`src/design/srpc_pkg.sv`:
```
// Shared types and codes for the servo response packet checker.
package srpc_pkg;

   // Input action codes
   localparam logic [1:0] ACT_START   = 2'd0;
   localparam logic [1:0] ACT_BYTE    = 2'd1;
   localparam logic [1:0] ACT_TIMEOUT = 2'd2;
   localparam logic [1:0] ACT_NONE    = 2'd3;

   // Verdict codes
   localparam logic [3:0] ST_OK           = 4'd0;
   localparam logic [3:0] ST_HDR_TIMEOUT  = 4'd1;
   localparam logic [3:0] ST_BYTE1        = 4'd2;
   localparam logic [3:0] ST_BYTE2        = 4'd3;
   localparam logic [3:0] ST_ID           = 4'd4;
   localparam logic [3:0] ST_CMD          = 4'd5;
   localparam logic [3:0] ST_SIZE         = 4'd6;
   localparam logic [3:0] ST_DATA_TIMEOUT = 4'd7;
   localparam logic [3:0] ST_CS1          = 4'd8;
   localparam logic [3:0] ST_CS2          = 4'd9;
   localparam logic [3:0] ST_OFFSET       = 4'd10;
   localparam logic [3:0] ST_LENGTH       = 4'd11;

   // Configuration register indexes
   localparam logic [2:0] REG_SERVO_ID    = 3'd0;
   localparam logic [2:0] REG_REQUEST_CMD = 3'd1;
   localparam logic [2:0] REG_DATA_LEN    = 3'd2;
   localparam logic [2:0] REG_READ_CHECK  = 3'd3;
   localparam logic [2:0] REG_READ_ADDR   = 3'd4;
   localparam logic [2:0] REG_READ_LEN    = 3'd5;

   localparam logic [7:0] SYNC_BYTE   = 8'hFF;
   localparam logic [7:0] REPLY_FLAG  = 8'h40;
   localparam logic [7:0] CHECK_MASK  = 8'hFE;
   localparam logic [7:0] HEADER_LEN  = 8'd7;
   localparam logic [2:0] HEADER_LAST = 3'd6;

   typedef enum logic [1:0] {
      PH_IDLE,
      PH_HEAD,
      PH_DATA
   } phase_type;

   typedef struct packed {
      logic [7:0] out_byte;
      logic [7:0] byte_index;
      logic [3:0] status;
      logic       verdict_last;
   } result_type;

   typedef struct packed {
      logic first;
      logic second;
   } push_type;

endpackage

```
`src/design/srpc_rsp_queue.sv`:
```
// Four-entry result queue taking up to two beats per cycle and giving one.
module srpc_rsp_queue
   import srpc_pkg::*;
(
   input  logic       clock,
   input  logic       reset,
   input  push_type   push,
   input  result_type push_first,
   input  result_type push_second,
   input  logic       pop,
   output logic       not_empty,
   output logic       has_room,
   output result_type head
);

   result_type  entry_ff [4];
   logic [1:0]  wr_ptr_ff, wr_ptr_in;
   logic [1:0]  rd_ptr_ff, rd_ptr_in;
   logic [2:0]  count_ff, count_in;
   logic [1:0]  wr_next;

   assign wr_next   = wr_ptr_ff + 2'd1;
   assign not_empty = (count_ff != 3'd0);
   // room for two beats
   assign has_room  = (count_ff <= 3'd2);
   assign head      = entry_ff[rd_ptr_ff];

   always_comb begin
      wr_ptr_in = wr_ptr_ff + {1'b0, push.first} + {1'b0, push.second};
      rd_ptr_in = rd_ptr_ff + {1'b0, pop};
      count_in  = count_ff + {2'b00, push.first} + {2'b00, push.second} - {2'b00, pop};
   end

   always_ff @(posedge clock) begin
      if (push.first) begin
         entry_ff[wr_ptr_ff] <= push_first;
      end
      if (push.second) begin
         entry_ff[wr_next] <= push_second;
      end
   end

   always_ff @(posedge clock) begin
      if (reset) begin
         wr_ptr_ff <= '0;
         rd_ptr_ff <= '0;
         count_ff  <= '0;
      end else begin
         wr_ptr_ff <= wr_ptr_in;
         rd_ptr_ff <= rd_ptr_in;
         count_ff  <= count_in;
      end
   end

endmodule

```
`config.mk`:
```
export PLATFORM = sky130hd
export DESIGN_NAME = srpc_rsp_queue
export DESIGN_NICKNAME = d
export VERILOG_FILES = /design/src/design/srpc_pkg.sv /design/src/design/srpc_rsp_queue.sv
export SDC_FILE = /design/constraint.sdc
export NUM_CORES = 1
export LEC_CHECK = 0
export BUFFER_PORTS_ARGS = -buffer_cell sky130_fd_sc_hd__buf_2
export CAP_MARGIN = 20
export CORE_MARGIN = 3
export CORE_UTILIZATION = 45
export CTS_CLUSTER_DIAMETER = 150
export CTS_CLUSTER_SIZE = 25
export DETAILED_ROUTE_END_ITERATION = 12
export GPL_TIMING_DRIVEN = 0
export PLACE_DENSITY = 0.77
export SLEW_MARGIN = 40
export SYNTH_ARGS = -nofsm -noshare
export SYNTH_HDL_FRONTEND = slang
export SYNTH_SLANG_ARGS = --single-unit
```
`constraint.sdc`:
```
create_clock -name clock -period 2.6 [get_ports clock]
set_input_delay 0.13 -clock clock [delete_from_list [all_inputs] [get_ports clock]]
set_output_delay 0.13 -clock clock [all_outputs]
set_load 0.02 [all_outputs]
```
==> results of run 1 <==
[stage by stage]
stage / hold slack, ns / util (%) / TNS (ns) / setup slack, ns / cell area, µm²
2_1_floorplan: 0.202 / - / 0 / 0.126 / 4420
3_3_place_gp: 0.397 / 52.6 / -45.07 / -1.08 / 4930
3_5_place_dp: 0.402 / 54.0 / 0 / 0.826 / 5060
4_1_cts: 0.00835 / 55.9 / 0 / 0.502 / 5240
5_1_grt: 0.0270 / 55.9 / 0 / 0.432 / 5240
6_report: 0.0229 / 55.9 / 0 / 0.534 / 5240
[critical path: stages, from the launching register on]
cell and delay (ns):
dfxtp_1 0.43, buf_1 0.54, mux4_2 0.42, buf_2 0.18
[per-layer routing]
metal,global-route usage [%],routed length [µm]
met4,7.03,197
met2,30.2,4690
met1,19.8,3560
met3,3.34,333
met5,0,0
[cell type report]
cell class              count  area [µm²]
plain buffers              13        73.8
clock buffers               9         124
clock inverters             7        57.6
fillers                   748        4130
inverters                   6        22.5
multi-input cells         134        1700
flip-flops and latches     91        2660
well taps                 129         161
repair buffers             73         443
[logic make-up after synthesis]
group	after synthesis
buffers and inverters	19
and+or+nand+nor	16
DFF	91
AOI/OAI and AO/OA	3
muxes	106
adders and majority gates	6
xor gates and xnor gates	3
[worst min path at each step]
stage,end,slack [ns],cells after the start
global placement,rd_ptr_ff[1],0.40,2
CTS,rd_ptr_ff[0],0.008,2
finish,rd_ptr_ff[0],0.02,2
global route,rd_ptr_ff[0],0.03,2
floorplan,count_ff[0],0.20,1
detailed placement,rd_ptr_ff[0],0.40,2
[registers in the layout, indices dropped and copies added, names as in the netlist]
name	cells
entry_ff	84
count_ff	3
rd_ptr_ff	2
wr_ptr_ff	2
[synthesized netlist by cell type]
master / instances
buf_4: 4
buf_1: 1
xor2_1: 1
fa_1: 3
nor2b_1: 4
inv_1: 6
o21ai_0: 2
dfxtp_1: 7
nand3_1: 1
mux2_2: 83
edfxtp_1: 84
nor2_1: 6
mux2_1: 1
mux4_2: 21
a21o_1: 1
nand2b_1: 1
buf_2: 8
xnor2_1: 2
ha_1: 3
nor3b_2: 1
nand3b_1: 2
mux2i_1: 1
nand2_1: 1
[cell usage in the layout (no fill, tap or decap), drive strengths merged]
cell type / instances
a21o: 1
buf: 86
clkbuf: 9
clkinv: 1
clkinvlp: 2
dfxtp: 7
edfxtp: 84
fa: 3
ha: 3
inv: 10
mux2: 84
mux2i: 1
mux4: 21
nand2: 1
nand2b: 1
nand3: 1
nand3b: 2
nor2: 6
nor2b: 4
nor3b: 1
o21ai: 2
xnor2: 2
xor2: 1
[power groups by stage]
stage | combinational, mW | clock (mW) | sequential [mW]
final | 0.919 | 0.899 | 1.88
after global routing | 0.993 | 0.977 | 1.90
after CTS | 0.933 | 0.917 | 1.88
after detailed placement | 0.928 | 0 | 1.91
after global placement | 0.833 | 0 | 1.92
after floorplan | 0.593 | 0 | 1.90
==> flow_summary.json, run 1 <==
{
  "antenna_found_initial": 0,
  "power_mw": 3.69,
  "area_growth_pct": 18.6,
  "postCtsResizedCells": 0,
  "grt_max_degree": 18,
  "synth_top_area_share_pct": 57.1,
  "crit_path_start_kind": "flop",
  "grt_pass1_wl_um": 14200,
  "rr_worst_depth": 5,
  "clkPwrFrac_pct": 24.3,
  "irDropWorstVdd_mv": 0.441,
  "antenna_left": 0,
  "synthSimpleGateAreaFrac_pct": 2.04,
  "end_kind": "primary output",
  "crit_arrival_ns": 1.94,
  "crit_end": "head[10]",
  "fmaxAchievable_mhz": 484,
  "fp.dieArea_um2": 11000,
  "worstHoldStart": "reset",
  "place.port_buffers": 69,
  "ys_ff_latch": 91,
  "power_frac_comb_pct": 24.9,
  "post_cts_buffers": 0,
  "core_um2": 9370,
  "period_share_pct": 79.5,
  "first_pass_iters": 4,
  "fp.dieH_um": 105,
  "synth_adder_area_share_pct": 2.21,
  "routed_via_density": 5.37,
  "pwr-share-seq_pct": 50.8,
  "rows": 35,
  "synth_top_family_by_area": "multiplexers",
  "ys_seq_area_share_pct": 60.2,
  "reg2reg_to": "entry_ff[2][20]",
  "diodes": 0,
  "drc": 0,
  "numCtsBuffers": 9,
  "vias": 2480,
  "place_hpwl_um": 6070,
  "clock_path_buffers": 2,
  "drv_cap": 0,
  "internal_power_mw": 2.62,
  "first_global_vias": 2695,
  "htreeDepth": 3,
  "power.leakage_nw": 1.88,
  "cp_max_fo": 10,
  "cts_tree": "built",
  "final_nets": 381,
  "wl_per_cell_um": 19.0,
  "grt_setup_unrepaired": "false",
  "die_w_um": 105,
  "drive_gt1_share_pct": 63.1,
  "fin_skew_ns": 0.00935,
  "switching_share_pct": 29.1,
  "dpl.cell_count": 446,
  "hold_class": "input port to flop",
  "synth_area_per_cell_um2": 18.1,
  "num_io_pins": 70,
  "synth_cell_types": 23,
  "cellPowerDensity_nw_per_um2": 705,
  "first_iter_violations": 168,
  "synthMuxAreaShare_pct": 32.3,
  "required_ns": 2.47,
  "fin_crit_ns": 2.07,
  "startpoint": "rd_ptr_ff[1]",
  "drv_slew": 0,
  "synth_compound_area_share_pct": 0.396,
  "syn_nets": 297,
  "root_buffer": "clkbuf_8",
  "reg2reg_from": "wr_ptr_ff[1]",
  "setup_viol": 0,
  "path_class": "flop to primary output",
  "power.switching_mw": 1.08,
  "worst_pin_slew_ns": 0.666,
  "clk_latency_ns": 0.37,
  "gp_congestion": 0.728,
  "postCtsHoldBufs": 0,
  "syn_inst": 244,
  "cts_sinks": 91,
  "maxSlewHeadroom_pct": 55.6,
  "status": "finished clean",
  "start_util_pct": 47.2,
  "ys_warn_count": 0,
  "path_clk_slew_ns": 0.09,
  "yosys.area.top_type": "edfxtp_1",
  "syn_area_um2": 4420,
  "r2r_setup_slack_ns": 0.85,
  "grt-ovfl-total": 0,
  "synth_area_leaders": "edfxtp_1, mux2_2, mux4_2",
  "yosys.area_share.xor_xnor_pct": 0.595,
  "routed_wl_um": 8790,
  "grt.total_usage_pct": 16.9,
  "hold_viol_final": 0,
  "layoutNonFillerInstCount": 462
}
No activity file was read; power rests on OpenSTA's default activity.
==> run 2, diff against run 1 <==
ABC_AREA = 1   (was default)
PLACE_DENSITY = 0.76   (was 0.77)
clock period = 1.75 ns   (was 2.6 ns; I/O delays follow)
==> flow_summary.json, run 2 <==
{
  "status": "finished clean",
  "async_reset_ff_share_pct": 0,
  "hold_class": "input port to flop",
  "antenna_left": 0,
  "switching_share_pct": 32.1,
  "grt-ovfl-total": 0,
  "fmaxAchievable_mhz": 593,
  "grt.total_usage_pct": 22.5,
  "clk_latency_ns": 0.34,
  "power_mw": 6.52,
  "synthFlopType": "edfxtp_1",
  "reg_top3": "entry_ff: 84 flops, count_ff: 3 flops",
  "end_kind": "flop",
  "fin_skew_ns": 0.00717,
  "grt_setup_unrepaired": "true",
  "path_class": "flop to flop",
  "irDropWorstVdd_mv": 0.592,
  "diodes": 0,
  "wl_per_cell_um": 15.7,
  "worstPathCellList": "buf_4 -> inv_2 -> buf_2 -> nand3_1 -> nand2_4",
  "antenna_found_initial": 0,
  "slowest_delay_ns": 0.32,
  "post_cts_buffers": 0,
  "routed_via_density": 5.18,
  "setup_viol": 0,
  "synth_area_per_cell_um2": 7.81,
  "required_ns": 1.76,
  "core_um2": 11100,
  "crit_arrival_ns": 1.70,
  "ys_seq_area_share_pct": 51.2,
  "synth_cell_types": 19,
  "mostFrequentLayoutCell": "nand2_1",
  "first_iter_violations": 443,
  "use_met3_pct": 3.61,
  "critical_path.slowest_cell": "dfxtp_1",
  "place.port_buffers": 69,
  "fin_crit_ns": 1.69,
  "synth_top_area_share_pct": 48.5,
  "cellPowerDensity_nw_per_um2": 1070,
  "final_nets": 799,
  "die_w_um": 114,
  "power.leakage_nw": 3.16,
  "gp_congestion": 0.875,
  "top_register": "entry_ff",
  "worst_pin_slew_ns": 0.324,
  "fp.dieArea_um2": 12900,
  "hold_viol_final": 0,
  "synth_common_cells": "nand2_1, inv_1, edfxtp_1",
  "path_clk_slew_ns": 0.06,
  "rows": 38,
  "dpl.cell_count": 875,
  "r2r_setup_slack_ns": 0.06,
  "place_hpwl_um": 9180,
  "routed_wl_um": 13900,
  "drv_cap": 0,
  "synth_edf_count": 84,
  "layoutNonFillerInstCount": 891,
  "root_buffer": "clkbuf_16",
  "syn_nets": 719,
  "htreeDepth": 3,
  "ys_warn_count": 0,
  "regArea_um2": 2660,
  "final_cell_mix": "nand2_1, inv_1, buf_2, edfxtp_1, nand3_1",
  "n_fill_cell": 1020,
  "dpl_cell_area_um2": 5730,
  "num_io_pins": 70,
  "drc": 0,
  "clock_path_buffers": 2,
  "syn_inst": 666,
  "grt_pass1_wl_um": 22500,
  "synth_area_leaders": "edfxtp_1, nand2_1, inv_1",
  "busiest_layer": "met2",
  "maxSlewHeadroom_pct": 78.4,
  "power.switching_mw": 2.09,
  "grt_max_degree": 22,
  "first_global_vias": 4578,
  "clkPwrFrac_pct": 29.7,
  "cts_sinks": 91,
  "design_area_um2": 6110,
  "fp.dieH_um": 114,
  "grtUsageMet2_pct": 36.4,
  "cp_max_fo": 21,
  "crit_path_start_kind": "flop",
  "internal_power_mw": 4.43,
  "synth_most_common_cell": "nand2_1",
  "met1_usage_pct": 29.4,
  "pwr-share-seq_pct": 43.3,
  "largest_reg_flops": 84,
  "period_share_pct": 96.3,
  "drive_gt1_share_pct": 17.6,
  "ys_ff_latch": 91,
  "syn_area_um2": 5200,
  "power_frac_comb_pct": 27.0,
  "setup_tns_ns": 0,
  "numCtsBuffers": 9,
  "first_pass_iters": 5,
  "multi_input_area_um2": 1930,
  "cts_tree": "built",
  "area_growth_pct": 17.4,
  "yosys.area.top_type": "edfxtp_1",
  "start_util_pct": 47.0,
  "vias": 4617,
  "drv_slew": 0
}
-- run 2: area by class of cell --
type	count	share of cell area, %
Tap cell	140	2.87
Clock buffer	13	4.10
Sequential cell	91	43.6
Clock inverter	3	0.656
Inverter	121	7.46
Multi-Input combinational cell	412	31.6
Timing Repair Buffer	70	5.90
Buffer	41	3.81
-- run 2: path summary, 6_finish.rpt --
| path | from | to | cells after the start |
|---|---|---|---|
| max | wr_ptr_ff[0] | entry_ff[2][18] | 5 |
| min | push_first[8] | entry_ff[2][8] | 3 |
| max reg2reg | wr_ptr_ff[0] | entry_ff[2][18] | 5 |
| min reg2reg | rd_ptr_ff[0] | rd_ptr_ff[0] | 3 |
-- run 2: repair_timing --
item | 4_1_cts | 5_1_grt
setup endpoints to repair | 105 | 47
hold buffers | 1 | 0
endpoints found under the hold margin | 2 | 0
resized for setup | 16 | 9
-- run 2: cell families (layout without fill, tap and decap cells) --
logic type               Yosys count  in the layout  share of synthesized area (%)
AND/OR/NAND/NOR                  382            382                           31.6
buffers and inverters            163            248                           12.8
flip-flops                        91             91                           51.2
AO/OA/AOI/OAI                     22             22                           2.16
adder cells (fa/ha/maj)            6              6                           1.88
XOR/XNOR                           2              2                          0.337
-- run 2: critical path: cells and delay by family, from the launching register on --
family        cells  cell delay [ns]
buf+inv           3             0.55
simple gates      2             0.47
flops             1             0.32
-- run 2: metal layers --
layer / wire length (µm) / part of all wire (%)
met1: 5390 / 39
met2: 6770 / 49
met3: 1420 / 10
met4: 374 / 2.7
met5: 0 / 0
-- run 2: power by group through the flow --
stage	Combinational, mW	Sequential, mW	Clock, mW
finish	1.76	2.82	1.94
global route	1.99	2.84	2.02
CTS	1.73	2.82	1.92
detailed placement	1.70	2.87	0
global placement	1.66	2.87	0
floorplan	1.13	2.85	0
-- run 2: metrics by stage --
stage | setup WS [ns] | utilization (%) | hold WS [ns]
after floorplan | 0.00806 | - | 0.159
after global placement | -0.603 | 51.7 | 0.351
after detailed placement | -0.247 | 51.8 | 0.358
after CTS | 0.0552 | 54.8 | 0.0555
after global routing | -0.0184 | 55.1 | 0.0759
final | 0.0643 | 55.1 | 0.0586
